`config.mk`:
```
export PLATFORM = sky130hd
export DESIGN_NAME = arm_banked_register_file_core
export DESIGN_NICKNAME = d
export VERILOG_FILES = /design/src/abrf_pkg.sv /design/src/arm_banked_register_file_core.sv /design/src/abrf_ctrl.sv /design/src/abrf_dpath.sv
export SDC_FILE = /design/constraint.sdc
export NUM_CORES = 2
export LEC_CHECK = 0
export BUFFER_PORTS_ARGS = -buffer_cell sky130_fd_sc_hd__buf_2
export CAP_MARGIN = 15
export CORE_MARGIN = 8
export CORE_UTILIZATION = 45
export CTS_CLUSTER_SIZE = 8
export DETAILED_ROUTE_END_ITERATION = 8
export SYNTH_ARGS = -nofsm -noshare
export SYNTH_HDL_FRONTEND = slang
export SYNTH_SLANG_ARGS = --single-unit
export TNS_END_PERCENT = 10
```
`constraint.sdc`:
```
create_clock -name clk -period 8.2 [get_ports clk]
set_clock_uncertainty 0.15 [all_clocks]
set_input_delay 1.64 -clock clk [delete_from_list [all_inputs] [get_ports clk]]
set_output_delay 1.64 -clock clk [all_outputs]
set_load 0.05 [all_outputs]
```
`src/abrf_pkg.sv`:
```
// shared types, access codes and mode decode for the banked register file
package abrf_pkg;

	localparam int unsigned DATA_W = 32;
	localparam int unsigned MODE_W = 5;
	localparam int unsigned IDX_W  = 4;
	localparam int unsigned KIND_W = 4;
	localparam int unsigned NREGS  = 31;
	localparam int unsigned PHYS_W = $clog2(NREGS);
	localparam int unsigned NSPSR  = 5;
	localparam int unsigned SLOT_W = $clog2(NSPSR);

	// access codes
	localparam logic [KIND_W-1:0] KIND_RD_MODE = 4'd0;
	localparam logic [KIND_W-1:0] KIND_WR_MODE = 4'd1;
	localparam logic [KIND_W-1:0] KIND_RD_USER = 4'd2;
	localparam logic [KIND_W-1:0] KIND_WR_USER = 4'd3;
	localparam logic [KIND_W-1:0] KIND_RD_CPSR = 4'd4;
	localparam logic [KIND_W-1:0] KIND_WR_CPSR = 4'd5;
	localparam logic [KIND_W-1:0] KIND_RD_SPSR = 4'd6;
	localparam logic [KIND_W-1:0] KIND_WR_SPSR = 4'd7;
	localparam logic [KIND_W-1:0] KIND_STATUS  = 4'd8;

	// processor modes
	localparam logic [MODE_W-1:0] MODE_USR = 5'h10;
	localparam logic [MODE_W-1:0] MODE_FIQ = 5'h11;
	localparam logic [MODE_W-1:0] MODE_IRQ = 5'h12;
	localparam logic [MODE_W-1:0] MODE_SVC = 5'h13;
	localparam logic [MODE_W-1:0] MODE_ABT = 5'h17;
	localparam logic [MODE_W-1:0] MODE_UND = 5'h1B;
	localparam logic [MODE_W-1:0] MODE_SYS = 5'h1F;

	// banked register boundaries
	localparam logic [IDX_W-1:0]  FIQ_FIRST  = 4'd8;
	localparam logic [IDX_W-1:0]  SP_INDEX   = 4'd13;
	localparam logic [IDX_W-1:0]  PC_INDEX   = 4'd15;
	localparam logic [PHYS_W-1:0] FIQ_BASE   = 5'd16;
	localparam logic [PHYS_W-1:0] OTHER_BASE = 5'd23;

	typedef enum logic {
		ST_IDLE,
		ST_BUSY
	} abrf_state_t;

	// controller to datapath commands
	typedef struct packed {
		logic capture;
		logic exec;
	} abrf_cmd_t;

	// decoded view of one mode
	typedef struct packed {
		logic              has_spsr;
		logic [SLOT_W-1:0] slot;
		logic              defined;
	} abrf_mode_t;

	function automatic abrf_mode_t decode_mode(input logic [MODE_W-1:0] mode);
		abrf_mode_t d;
		d.has_spsr = 1'b1;
		d.slot     = '0;
		d.defined  = 1'b1;
		case (mode)
			MODE_FIQ: d.slot = SLOT_W'(0);
			MODE_IRQ: d.slot = SLOT_W'(1);
			MODE_SVC: d.slot = SLOT_W'(2);
			MODE_ABT: d.slot = SLOT_W'(3);
			MODE_UND: d.slot = SLOT_W'(4);
			MODE_USR, MODE_SYS: d.has_spsr = 1'b0;
			default: begin
				d.has_spsr = 1'b0;
				d.defined  = 1'b0;
			end
		endcase
		return d;
	endfunction

	// physical entry of r0-r15 as seen through a mode's bank
	function automatic logic [PHYS_W-1:0] phys_index(input abrf_mode_t d,
		input logic [IDX_W-1:0] idx);
		logic [PHYS_W-1:0] p;
		p = PHYS_W'(idx);
		if (d.has_spsr && d.slot == '0) begin
			if (idx >= FIQ_FIRST && idx < PC_INDEX)
				p = FIQ_BASE + PHYS_W'(idx - FIQ_FIRST);
		end else if (d.has_spsr) begin
			if (idx >= SP_INDEX && idx < PC_INDEX)
				p = OTHER_BASE + PHYS_W'({d.slot - SLOT_W'(1), 1'b0})
					+ PHYS_W'(idx - SP_INDEX);
		end
		return p;
	endfunction

endpackage

```
`src/arm_banked_register_file_core.sv`:
```
// ARMv5 banked register file: top level joining controller and datapath
// One request is taken while the block is idle and executed once the result
// register is free or being emptied; no new request is taken until then, set
// by the capture/execute sequence of the controller. A new
// request is accepted while an earlier result still waits on out_stall; it
// executes as soon as that result is taken. All 31 general registers, the CPSR
// and the five SPSRs reset to zero, so the block starts in an undefined mode
// that uses the user bank. Status fields describe the mode before the access.
module arm_banked_register_file_core (
	input  logic                           clk,
	input  logic                           arst_n,
	input  logic                           in_valid,
	output logic                           in_stall,
	input  logic [abrf_pkg::KIND_W-1:0]    kind,
	input  logic [abrf_pkg::IDX_W-1:0]     reg_index,
	input  logic [abrf_pkg::DATA_W-1:0]    write_value,
	output logic                           out_valid,
	input  logic                           out_stall,
	output logic [abrf_pkg::DATA_W-1:0]    read_data,
	output logic [abrf_pkg::MODE_W-1:0]    cur_mode,
	output logic                           has_saved_status,
	output logic                           privileged,
	output logic                           bad_mode,
	output logic                           spsr_fault
);
	import abrf_pkg::*;

	abrf_cmd_t cmd;

	// sequencing
	abrf_ctrl u_ctrl (
		.clk       (clk),
		.arst_n    (arst_n),
		.in_valid  (in_valid),
		.in_stall  (in_stall),
		.out_valid (out_valid),
		.out_stall (out_stall),
		.cmd       (cmd)
	);

	// storage and access logic
	abrf_dpath u_dpath (
		.clk              (clk),
		.arst_n           (arst_n),
		.cmd              (cmd),
		.kind             (kind),
		.reg_index        (reg_index),
		.write_value      (write_value),
		.read_data        (read_data),
		.cur_mode         (cur_mode),
		.has_saved_status (has_saved_status),
		.privileged       (privileged),
		.bad_mode         (bad_mode),
		.spsr_fault       (spsr_fault)
	);

`ifndef NO_ASSERTIONS
	// an accepted request blocks the input until it has executed
	a_busy_after_accept: assert property (@(posedge clk) disable iff (!arst_n)
		in_valid && !in_stall |=> in_stall)
		else $error("input accepted while a request is pending");

	// a new result only follows a pending request
	a_result_from_request: assert property (@(posedge clk) disable iff (!arst_n)
		$rose(out_valid) |-> $past(in_stall))
		else $error("result without a pending request");

	// a faulting saved status access never returns data
	a_fault_no_data: assert property (@(posedge clk) disable iff (!arst_n)
		out_valid && spsr_fault |-> read_data == '0 && !has_saved_status)
		else $error("saved status fault with data or saved status present");

	// an undefined mode has no saved status and counts as privileged
	a_bad_mode_flags: assert property (@(posedge clk) disable iff (!arst_n)
		out_valid && bad_mode |-> !has_saved_status && privileged)
		else $error("inconsistent flags for undefined mode");
`endif

endmodule

```
`src/abrf_ctrl.sv`:
```
// request sequencing: accept, execute, hold result until taken
module abrf_ctrl (
	input  logic              clk,
	input  logic              arst_n,
	input  logic              in_valid,
	output logic              in_stall,
	output logic              out_valid,
	input  logic              out_stall,
	output abrf_pkg::abrf_cmd_t cmd
);
	import abrf_pkg::*;

	abrf_state_t state_q, state_d;
	logic        out_valid_q;

	// state and result flag registers
	always_ff @(posedge clk or negedge arst_n) begin
		if (!arst_n) begin
			state_q     <= ST_IDLE;
			out_valid_q <= 1'b0;
		end else begin
			state_q <= state_d;
			if (cmd.exec)
				out_valid_q <= 1'b1;
			else if (!out_stall)
				out_valid_q <= 1'b0;
		end
	end

	// next state and commands
	always_comb begin
		state_d     = state_q;
		cmd.capture = 1'b0;
		cmd.exec    = 1'b0;
		in_stall    = 1'b1;
		case (state_q)
			ST_IDLE: begin
				in_stall    = 1'b0;
				cmd.capture = in_valid;
				if (in_valid)
					state_d = ST_BUSY;
			end
			ST_BUSY: begin
				// run once the result slot is free or being emptied
				if (!out_valid_q || !out_stall) begin
					cmd.exec = 1'b1;
					state_d  = ST_IDLE;
				end
			end
			default: state_d = ST_IDLE;
		endcase
	end

	assign out_valid = out_valid_q;

endmodule

```
`src/abrf_dpath.sv`:
```
// register storage, access decode and result register
module abrf_dpath (
	input  logic                           clk,
	input  logic                           arst_n,
	input  abrf_pkg::abrf_cmd_t            cmd,
	input  logic [abrf_pkg::KIND_W-1:0]    kind,
	input  logic [abrf_pkg::IDX_W-1:0]     reg_index,
	input  logic [abrf_pkg::DATA_W-1:0]    write_value,
	output logic [abrf_pkg::DATA_W-1:0]    read_data,
	output logic [abrf_pkg::MODE_W-1:0]    cur_mode,
	output logic                           has_saved_status,
	output logic                           privileged,
	output logic                           bad_mode,
	output logic                           spsr_fault
);
	import abrf_pkg::*;

	logic [KIND_W-1:0] kind_q;
	logic [IDX_W-1:0]  idx_q;
	logic [DATA_W-1:0] value_q;

	logic [DATA_W-1:0] gregs_q [NREGS];
	logic [DATA_W-1:0] cpsr_q;
	logic [DATA_W-1:0] spsr_q  [NSPSR];

	logic [MODE_W-1:0] mode;
	abrf_mode_t        md;
	logic [PHYS_W-1:0] bank_idx;
	logic [PHYS_W-1:0] user_idx;
	logic [DATA_W-1:0] rdata;
	logic              fault;

	// captured request
	always_ff @(posedge clk) begin
		if (cmd.capture) begin
			kind_q  <= kind;
			idx_q   <= reg_index;
			value_q <= write_value;
		end
	end

	// decode of the current mode and register address
	assign mode     = cpsr_q[MODE_W-1:0];
	assign md       = decode_mode(mode);
	assign bank_idx = phys_index(md, idx_q);
	assign user_idx = PHYS_W'(idx_q);

	// read selection
	always_comb begin
		rdata = '0;
		fault = 1'b0;
		case (kind_q)
			KIND_RD_MODE: rdata = gregs_q[bank_idx];
			KIND_RD_USER: rdata = gregs_q[user_idx];
			KIND_RD_CPSR: rdata = cpsr_q;
			KIND_RD_SPSR: begin
				if (md.has_spsr)
					rdata = spsr_q[md.slot];
				else
					fault = 1'b1;
			end
			KIND_WR_SPSR: fault = !md.has_spsr;
			default: rdata = '0;
		endcase
	end

	// architectural state updates
	always_ff @(posedge clk or negedge arst_n) begin
		if (!arst_n) begin
			for (int i = 0; i < NREGS; i++)
				gregs_q[i] <= '0;
			for (int i = 0; i < NSPSR; i++)
				spsr_q[i] <= '0;
			cpsr_q <= '0;
		end else if (cmd.exec) begin
			case (kind_q)
				KIND_WR_MODE: gregs_q[bank_idx] <= value_q;
				KIND_WR_USER: gregs_q[user_idx] <= value_q;
				KIND_WR_CPSR: cpsr_q <= value_q;
				KIND_WR_SPSR: begin
					if (md.has_spsr)
						spsr_q[md.slot] <= value_q;
				end
				default: ;
			endcase
		end
	end

	// result register, status taken from the mode before this access
	always_ff @(posedge clk) begin
		if (cmd.exec) begin
			read_data        <= rdata;
			cur_mode         <= mode;
			has_saved_status <= md.has_spsr;
			privileged       <= (mode != MODE_USR);
			bad_mode         <= !md.defined;
			spsr_fault       <= fault;
		end
	end

endmodule

```
Yosys cells after proc, flatten, opt, wreduce, memory -nomap -nowiden --
Cells that the tools add are included.
Word-level totals: bits in registers 1267, bits of input ports 44, output and inout port bits 43, logic and storage cells 141
Operators by class: add/subtract/negate cells 6, order comparisons 9, equal/unequal tests 16, multiplexer cells 39, bitwise operators 4, reduce and logical (&&, ||, !) cells 19
Operators with widths (count):
- $bwmux W992 | 2
- $pmux W992 S2 | 1
- $bmux W32 S5 | 2
- $demux W32 S5 | 2
- $mux W32 | 10
- $bwmux W160 | 1
- $pmux W32 S4 | 1
- $bmux W32 S3 | 1
- $demux W32 S3 | 1
- $eq A5 B5 Y1 const B | 7
- $mux W5 | 4
- $eq A4 B3 Y1 const B | 4
- $ge A4 B4 Y1 const B | 3
- $ge A6 B6 Y1 const B | 2
- $lt A6 B1 Y1 const B | 2
- $pmux W3 S4 | 1
- $mux W1 | 11
- $sub A4 B4 Y5 const B | 2
- $eq A4 B2 Y1 const B | 2
- $reduce_or A7 Y1 | 1
- $logic_and A1 B1 Y1 | 6
- $not A4 Y6 | 1
- $not A5 Y6 | 1
- $add A5 B4 Y5 const A | 1
- 19 further kinds | 24

Longest topological paths before layout --
depth in word-level cells 15, depth in mapped cells 22, mapped depth without buffers 18

Cells and area by module --
From an unflattened synthesis, not the netlist that was laid out.
Unflattened totals: cell total of the unflattened synthesis 4911, area total of the unflattened synthesis 62477.4 µm²
Modules (own cells, without submodules):
- abrf_dpath | times used 1, cells each 4905, area each 62393.6 µm², sequential area each 32060.7 µm²
- abrf_ctrl | times used 1, cells each 6, area each 83.8 µm², sequential area each 50.0 µm²

Worst setup path after synthesis --
Ideal clock, no wire load.
path kind input-to-reg, start point input out_stall, end point register u_dpath.gregs_q[249] in the netlist's numbering, library setup time 0.125 ns, data arrival time 6.655 ns, data required time 7.925 ns, path slack 1.270 ns, stages 9, path buffers 3, cells stage by stage a21boi_0 -> nand3_1 -> nor2_1 -> buf_2 -> buf_2 -> nand2_1 -> nor2_2 -> buf_2 -> mux2_2
On the way: longest elaborated chain between the ends 5
Ends and longest elaborated chain:
- from (decl) | line arm_banked_register_file_core.sv:18 | input logic out_stall,
- $logic_not A1 Y1
- $logic_or A1 B1 Y1 | line abrf_ctrl.sv:45 | if (!out_valid_q || !out_stall) begin
- $mux W1 | line abrf_ctrl.sv:45
- $mux W1 | line abrf_ctrl.sv:36 | case (state_q)
- $reduce_and A2 Y1 (no line)
- to (signal, indexed assignment) | line abrf_dpath.sv:77 | KIND_WR_MODE: gregs_q[bank_idx] <= value_q;
- to (signal, indexed assignment) | line abrf_dpath.sv:78 | KIND_WR_USER: gregs_q[user_idx] <= value_q;
- to (decl) | line abrf_dpath.sv:22 | logic [DATA_W-1:0] gregs_q [NREGS];
Every way passes these cells. A chain may end at the register's enable or synchronous reset.

Final worst setup path --
start point register u_dpath.cpsr_q[4], end point register u_dpath.gregs_q[407] in the netlist's numbering
On the way: longest elaborated chain between the ends 15, elaborated cells between the ends (all ways) 24, those cells by class add/sub: 3; order compare: 2; eq/ne: 5; mux: 9; bitwise: 1; reduce/logical: 4
Ends and longest elaborated chain:
- from (decl) | line abrf_dpath.sv:23 | logic [DATA_W-1:0] cpsr_q;
- from (signal assigned) | line abrf_dpath.sv:79 | KIND_WR_CPSR: cpsr_q <= value_q;
- $eq A5 B5 Y1 | line abrf_pkg.sv:63 | case (mode)
- $pmux W3 S4 | line abrf_pkg.sv:63
- $sub A3 B1 Y3 | line abrf_pkg.sv:88 | p = OTHER_BASE + PHYS_W'({d.slot - SLOT_W'(1), 1'b0})
- $add A5 B4 Y5 | line abrf_pkg.sv:88
- $add A5 B5 Y5 | line abrf_pkg.sv:89 | + PHYS_W'(idx - SP_INDEX);
- $mux W5 | line abrf_pkg.sv:87 | if (idx >= SP_INDEX && idx < PC_INDEX)
- $mux W5 | line abrf_pkg.sv:86 | end else if (d.has_spsr) begin
- $mux W5 (*) | line abrf_pkg.sv:83 | if (d.has_spsr && d.slot == '0) begin
- $not A5 Y6 (not written as such) (*) | line abrf_dpath.sv:77
- $ge A6 B6 Y1 (not written as such) / $lt A6 B1 Y1 (equally long branches) | line abrf_dpath.sv:77
- $logic_and A1 B1 Y1 (not written as such) | line abrf_dpath.sv:77
- $mux W32 (not written as such) | line abrf_dpath.sv:77
- $demux W32 S5 (*) | line abrf_dpath.sv:77
- $bwmux W992 (*) | line abrf_dpath.sv:77
- $pmux W992 S2 (*) | line abrf_dpath.sv:76 | case (kind_q)
Mark *: on every way between the ends. The rest lies on a longest branch, timed or not.

==> results.json <==
{
  "outcome": "finished, final reports clean",
  "arrival_ps": 6890,
  "start_kind": "register",
  "cp.required_ps": 8740,
  "dpl_worst_slack_ps": 2138,
  "fmax_mhz": 157.4,
  "synth_xor_area_share_pct": 0.09231,
  "stdcell_area_mm2": 0.07103,
  "rsz0062_at_grt": "no",
  "drc": 0,
  "worstPathMaxFanout": 22,
  "max-clock-path-buffers": 3,
  "antenna_left": 0,
  "cp_num_cells": 16,
  "max_slew_margin_pct": 6.505,
  "path_class": "reg2reg",
  "netlist_area_mm2": 0.06371,
  "first_global_vias": 49250,
  "grt_max_degree": 161,
  "timing.final.crit_period_ps": 6354,
  "dr.pass1.iters": 8,
  "p_leak_nw": 32.39,
  "port_buffers": 86,
  "critPathSlowestCell": "nor2_4",
  "htree_levels": 4,
  "grt_pass1_wl_um": 361700,
  "die_w_um": 392.3,
  "syn-instance-count": 5939,
  "yosys-top-cells-count": "nand2_1, dfrtp_1, mux2_2",
  "worst_hold_path_type": "reg2reg",
  "vias": 51408,
  "post_cts_buffers": 0,
  "r2r_slack_ps": 1850,
  "cts_made_buffers": 176,
  "initial_core_util_pct": 45.16,
  "yosysTopAreaCell": "dfrtp_1",
  "powerDensity_mw_per_mm2": 274.2,
  "num-fill-cells": 12477,
  "wl_met3_um": 31320,
  "tightest_slew_ps": 1394,
  "slew_viol_final": 0,
  "viasPerCell": 6.626,
  "synth_top_area_share_pct": 46.59,
  "io_pins": 87,
  "cap_violations": 0,
  "ys_seq_area_share_pct": 50.40,
  "yosys.cell_count.top_type": "nand2_1",
  "synthMuxAreaShare_pct": 21.08,
  "worstPathCellList": "nand2_1, nor3_2, inv_1, ha_1, inv_1, ha_1, ha_1, inv_1, fa_1, xnor2_2, nor4_1, a2bb2oi_1, nand3_1, nor2_4, buf_4, mux2_2",
  "clk_pin_slew_ps": 50,
  "wl_um": 251000,
  "synth.avg_cell_area_um2": 10.73,
  "core_mm2": 0.1411,
  "min_path_cells": 2,
  "synth_ff_type": "dfrtp_1",
  "ir_drop_mv": 0.2146,
  "yosys_warnings": 0,
  "finalWorstSetupSlack_ps": 1846,
  "path_delay_family": "simple AND/OR/NAND/NOR gates",
  "wire_per_inst_um": 32.35,
  "wl_met2_um": 106900,
  "hpwl_um": 152200,
  "synthSimpleGateAreaFrac_pct": 12.26,
  "die_h_um": 392.3,
  "area_delta_synth_final_pct": 11.50,
  "antenna_found_initial": 14,
  "drt_iter0_markers": 6870,
  "finalSetupTns_ps": 0,
  "dieArea_mm2": 0.1539,
  "grt_overflow_total": 0,
  "clkSinkCount": 1267,
  "worstReg2RegEnd": "u_dpath.gregs_q[407]",
  "post_cts_resized": 0,
  "max_stage_delay_ps": 820,
  "ys_types": 95,
  "finalCritPeriodShare_pct": 77.49,
  "gp_congestion": 0.9538,
  "rows": 138,
  "reg2reg_from": "u_dpath.cpsr_q[4]",
  "highest_layer": "met5",
  "ys_ff_latch": 1267,
  "nNetsFinal": 5855,
  "multi_input_area_mm2": 0.02950,
  "critical_path.startpoint": "u_dpath.cpsr_q[4]",
  "seqCellArea_mm2": 0.03211,
  "synth_top_family_by_area": "multiplexers",
  "synthTopCellsByArea": "dfrtp_1, mux2_2, nand2_1, mux4_2, edfxtp_1",
  "cts_tree": "yes",
  "hold_buffers": 0,
  "cts_root_buf": "clkbuf_16",
  "synth_compound_area_share_pct": 11.74,
  "clkLatencyLatePin_ps": 820,
  "setup_viol": 0,
  "synth_fa_ha_area_share_pct": 0.1493,
  "layout-drive-gt1-share_pct": 25.34,
  "crit_end": "u_dpath.gregs_q[407]",
  "synth-async-reset-ratio_pct": 93.61,
  "synth-edff-count": 81,
  "hold_violations": 0,
  "grt_usage_pct": 32.09,
  "placed_cell_area_mm2": 0.06619,
  "critPathBufInv": 4,
  "syn_nets": 5990,
  "worst_r2r_path_depth": 16,
  "critPathCaptureType": "register",
  "drt-met1-wl_um": 96460
}
[logic make-up (layout without fill, tap and decap cells)]
group	Yosys count	in the layout
simple gates	1847	1847
fa+ha+maj	7	7
buf+inv	614	535
other cells	0	9
flops	1267	1267
mux	1039	1039
xor+xnor	5	5
compound gates	1160	1160
[area by class of cell]
type | count | share of cell area, %
diodes | 9 | 0.03171
clock buffers | 222 | 6.547
clock inverters | 12 | 0.2202
inverters | 21 | 0.1145
multi-input cells | 4058 | 41.53
flip-flops and latches | 1267 | 45.21
well taps | 1890 | 3.329
repair buffers | 280 | 3.016
[sequential cells by signal (all words and copies together) (netlist names), 4 cells and up]
register           flops
u_dpath.gregs_q      992
u_dpath.spsr_q       160
u_dpath.cpsr_q        32
u_dpath.read_data     32
u_dpath.value_q       32
u_dpath.cur_mode       5
u_dpath.idx_q          4
u_dpath.kind_q         4
[placed cells by master (no fill, tap or decap), types with 16 or more instances in the layout]
cell,instances
and3_1,16
buf_4,175
clkbuf_16,179
mux2_2,725
a21oi_1,72
buf_2,85
nor3_1,52
a211oi_1,38
mux2i_1,139
nand3_1,215
o2111ai_1,32
o21ai_4,24
o21ai_0,467
nand2_1,1312
buf_12,18
a22o_1,20
a22oi_1,35
mux4_2,169
o211ai_1,59
o21ai_1,50
a221oi_1,38
nor2_1,86
edfxtp_1,81
clkbuf_1,42
o221ai_1,90
o22ai_1,46
nand4_1,33
nor2_4,18
nor2b_1,22
dfrtp_1,1186
a31oi_1,59
[how the worst min path moves through the flow]
stage / from / to / slack [ps]
after floorplan: u_dpath.cpsr_q[1] / u_dpath.cur_mode[1] / 270
after global placement: u_dpath.gregs_q[535] / u_dpath.gregs_q[535] / 320
after detailed placement: u_dpath.gregs_q[535] / u_dpath.gregs_q[535] / 330
after CTS: u_dpath.gregs_q[564] / u_dpath.gregs_q[564] / 340
after global routing: u_dpath.gregs_q[222] / u_dpath.gregs_q[222] / 360
final: u_dpath.gregs_q[521] / u_dpath.gregs_q[521] / 340
[stage by stage]
| step | power (W) | util [%] | cells | hold slack [ps] |
|---|---|---|---|---|
| 6_report | 0.01947 | 50.35 | 7759 | 338.8 |
| 4_1_cts | 0.01935 | 50.33 | 7749 | 339.2 |
| 2_1_floorplan | 0.01068 | - | 5939 | 269.6 |
| 3_5_place_dp | 0.01268 | 46.92 | 7515 | 328.7 |
| 5_1_grt | 0.02008 | 50.34 | 7750 | 357.6 |
| 3_3_place_gp | 0.01258 | 46.87 | 7511 | 319.5 |
[worst min-delay path, stage by stage (launching register included)]
cell and delay (ps):
dfrtp_1 350, nand2_1 50, nand2_1 50
[power breakdown]
part / switching [W] / total, W / internal [W] / leakage [nW]
Combinational: 0.00342 / 0.00493 / 0.00152 / 12.9
Sequential: 0.000665 / 0.00783 / 0.00717 / 17.1
Clock: 0.00280 / 0.00671 / 0.00391 / 2.34
[metal layers]
layer / global-route usage [%] / vias to the layer above
met2: 46.19 / 3464
met1: 42.32 / 26042
met3: 10.96 / 819
li1: - / 21077
met4: 18.02 / 6
met5: 0.3761 / -
No activity file was read; power rests on OpenSTA's default activity.
